==> src/rtl/core/idt_spram.sv <==
// Single-port synchronous RAM with a registered read port.
// It is used for the ID list and for the index table; it depends on nothing.
`default_nettype none

module idt_spram #(
    parameter int DEPTH = 64,
    parameter int WIDTH = 32,
    parameter int AW    = 6
) (
    input  wire logic             i_clk,
    input  wire logic [AW-1:0]    i_addr,
    input  wire logic             i_we,
    input  wire logic [WIDTH-1:0] i_wdata,
    output logic      [WIDTH-1:0] o_rdata
);

    logic [WIDTH-1:0] r_mem [DEPTH];

    always_ff @(posedge i_clk) begin
        if (i_we) begin
            r_mem[i_addr] <= i_wdata;
        end else begin
            o_rdata <= r_mem[i_addr];
        end
    end

endmodule

`default_nettype wire

==> config.mk <==
export PLATFORM = sky130hd
export DESIGN_NAME = idt_spram
export DESIGN_NICKNAME = d
export VERILOG_FILES = /design/src/rtl/core/idt_spram.sv
export SDC_FILE = /design/constraint.sdc
export NUM_CORES = 2
export LEC_CHECK = 0
export ABC_AREA = 1
export BUFFER_PORTS_ARGS = -buffer_cell sky130_fd_sc_hd__clkbuf_2
export CORE_ASPECT_RATIO = 1.5
export CORE_MARGIN = 5
export CORE_UTILIZATION = 50
export CTS_CLUSTER_DIAMETER = 50
export DETAILED_ROUTE_END_ITERATION = 7
export GPL_ROUTABILITY_DRIVEN = 0
export PLACE_DENSITY = 0.68
export SLEW_MARGIN = 40
export SYNTH_ARGS = -nofsm -noshare
export SYNTH_HDL_FRONTEND = slang
export SYNTH_SLANG_ARGS = --single-unit
==> constraint.sdc <==
create_clock -name i_clk -period 3.3 [get_ports i_clk]
set_input_delay 0.66 -clock i_clk [delete_from_list [all_inputs] [get_ports i_clk]]
set_output_delay 0.66 -clock i_clk [all_outputs]
set_load 0.02 [all_outputs]
==> flow_summary.json <==
{
  "synth.avg_cell_area_um2": 10.3,
  "start_kind": "flip-flop",
  "max_stage_delay_ns": 0.69,
  "cts_max_level": 4,
  "rsz0062_at_grt": "false",
  "use_met1_pct": 32.8,
  "cts.sinks": 2080,
  "drtIter0Drc": 6098,
  "yosys-top-cells-count": "nand2_1 (5,730), edfxtp_1 (2,080), buf_2 (179), nor2_1 (138), clkbuf_1 (92)",
  "clk_pin_slew_ns": 0.06,
  "p_per_area_nw_per_um2": 548,
  "die_height_um": 522,
  "drv_slew": 0,
  "p_leak_nw": 40.7,
  "synth_top_cell_area_share_pct": 71.6,
  "io_buffers": 71,
  "cts_resized": 0,
  "cp_data_required_time_ns": 2.64,
  "clock_latency_ns": 0.83,
  "syn-num-nets": 8485,
  "fmax_ghz": 0.413,
  "floorplan.initialDensity_pct": 50.3,
  "grt_pass1_vias": 57000,
  "synth_area_um2": 87300,
  "synth-warning-count": 0,
  "ir_drop_uv": 529,
  "critPathBufInv": 1,
  "r2r_end": "o_rdata[14]$_DFFE_PN_",
  "gr-total-overflow": 0,
  "path_cells": "clkbuf_2",
  "track_usage_pct": 25.8,
  "synth_area_leaders": "edfxtp_1 (72%), nand2_1 (25%), buf_2 (1.0%)",
  "drt_pass1_iterations": 6,
  "io_pins": 72,
  "synth_edf_count": 2080,
  "gr-usage-met2_pct": 44.4,
  "min_period_ns": 2.42,
  "ys_seq_area_share_pct": 71.6,
  "yosysMostFrequentCell": "nand2_1",
  "drive_above_1_share_pct": 7.91,
  "postSynthCellCount": 8445,
  "numCtsBuffers": 176,
  "synth-seq-cells": 2080,
  "antenna_found_initial": 18,
  "worstPathArrival_ns": 1.76,
  "wirelength_um": 240000,
  "worst_hold_path_type": "in -> reg",
  "cpLargestDelayFamily": "flip-flops",
  "rows": 187,
  "slew_headroom_pct": 42.6,
  "tns_ns": 0,
  "worstMarginPinSlew_ns": 0.861,
  "whs_ns": 0.106,
  "synth-async-reset-ratio_pct": 0,
  "core-area_um2": 173000,
  "finalCritPeriodShare_pct": 73.4,
  "grt_max_degree": 135,
  "antenna_left": 0,
  "route.detailed.drc": 0,
  "met3_usage_pct": 4.25,
  "fillCellCount": 14200,
  "grt_pass1_wl_um": 355000,
  "path_depth": 1,
  "vias_per_cell": 5.42,
  "dr_total_vias": 59500,
  "hold-path-cell-count": 1,
  "drv_cap": 0,
  "synth_top_area_cell": "edfxtp_1",
  "setup_viol": 0,
  "grt-busiest-layer": "met2",
  "cpMaxStageDelayCell": "edfxtp_1",
  "outcome": "completed",
  "area_growth_pct": 11.9,
  "worstHoldStart": "i_wdata[12]",
  "fin_ws_ns": 0.877,
  "hold_viol_final": 0,
  "cts_hold_buf": 0,
  "rr_worst_depth": 10,
  "r2r-start": "r_mem[37][14]$_DFFE_PP_",
  "chipWidth_um": 351,
  "holdPathEnd": "r_mem[63][12]$_DFFE_PP_",
  "post-place-ws_ns": 0.241,
  "yosys.cell_types.count": 20,
  "critical_path.max_fanout": 1,
  "cts_tree": "yes",
  "yosys_most_used_dff": "edfxtp_1",
  "dpl.hpwl_um": 141000,
  "postCtsSetupBuffers": 0,
  "cts_buffer_depth": 3,
  "fin_skew_ns": 0.0367,
  "worst_setup_path_end_kind": "primary output",
  "r2r_setup_slack_ns": 1.39,
  "detail_route.wl_per_cell_um": 21.9,
  "worst-setup-path-type": "reg -> out",
  "cts-root-buf": "clkbuf_16",
  "die_area_um2": 183000,
  "nets": 8598
}
==> flip-flops by register name, indices dropped and copies added, names as in the netlist <==
register and cells:
o_rdata 32, r_mem 2048
==> logic make-up (layout without fill, tap and decap cells) <==
logic type | Yosys count | in the layout | share of synthesized area [%]
other | 0 | 9 | 0
and+or+nand+nor | 5899 | 5899 | 25.5
AOI/OAI and AO/OA | 12 | 12 | 0.0832
buffers and inverters | 454 | 712 | 2.78
DFF | 2080 | 2080 | 71.6
==> stage by stage <==
stage	utilization [%]	area (um^2)	total power, mW	instances
after floorplan	-	87300	31.9	8445
final	56.3	97600	53.5	11000
after detailed placement	53.0	92000	33.5	10600
after global routing	56.3	97600	55.1	11000
after global placement	53.0	91900	33.4	10600
after CTS	56.3	97500	53.7	11000
==> per-layer routing <==
metal	vias to the layer above	routed length, um
met2	2695	119000
li1	27500	-
met5	-	71
met3	571	20700
met4	12	10100
met1	28700	90000
==> final cells by class <==
cell class	count	area (um^2)	area share (%)
antenna	9	22.5	0.0231
clock buffer	217	4640	4.76
clock inverter	106	956	0.979
inverter	32	148	0.151
multi-input combinational	5911	22800	23.4
sequential	2080	62500	64.0
tap	2268	2840	2.91
timing repair buffer	357	3710	3.80
==> worst max-delay path by stage <==
stage / slack [ns] / startpoint / to
after floorplan: -0.09 / i_addr[1] / r_mem[14][0]$_DFFE_PP_
after global placement: 0.28 / i_addr[0] / o_rdata[13]$_DFFE_PN_
after detailed placement: 0.24 / i_addr[0] / o_rdata[18]$_DFFE_PN_
after CTS: 0.79 / o_rdata[21]$_DFFE_PN_ / o_rdata[21]
final: 0.88 / o_rdata[21]$_DFFE_PN_ / o_rdata[21]
after global routing: 0.79 / o_rdata[21]$_DFFE_PN_ / o_rdata[21]
==> layout by cell type, fill, tap and decap left out <==
cell type	netlist	routed
nand2_1	5730	5730
edfxtp_1	2080	2080
buf_4	76	194
clkbuf_16	0	180
buf_12	0	91
nor2_1	138	77
nor2_4	0	61
clkbuf_2	0	61
clkinv_1	0	45
clkbuf_1	92	37
clkinv_2	0	28
inv_1	20	20
bufinv_16	0	14
nor3_4	7	11
nand3_1	11	11
diode_2	0	9
inv_2	10	7
o21ai_1	7	7
clkinv_8	0	6
clkinvlp_4	0	6
clkbuf_4	0	6
or2_2	5	5
o211ai_1	5	5
inv_8	0	3
inv_6	0	3
buf_8	0	3
inv_4	2	2
nand4_1	2	2
inv_16	0	2
clkinv_4	0	2
or2_1	1	1
nand2_2	1	1
buf_2	179	1
buf_16	0	1
==> power by group <==
group | internal (mW) | leakage [nW] | total [mW] | switching, mW
logic | 0.895 | 19.2 | 3.52 | 2.63
registers | 29.3 | 18.8 | 29.4 | 0.126
clock network | 11.1 | 2.72 | 20.5 | 9.41
(Power assumes the default switching activity.)
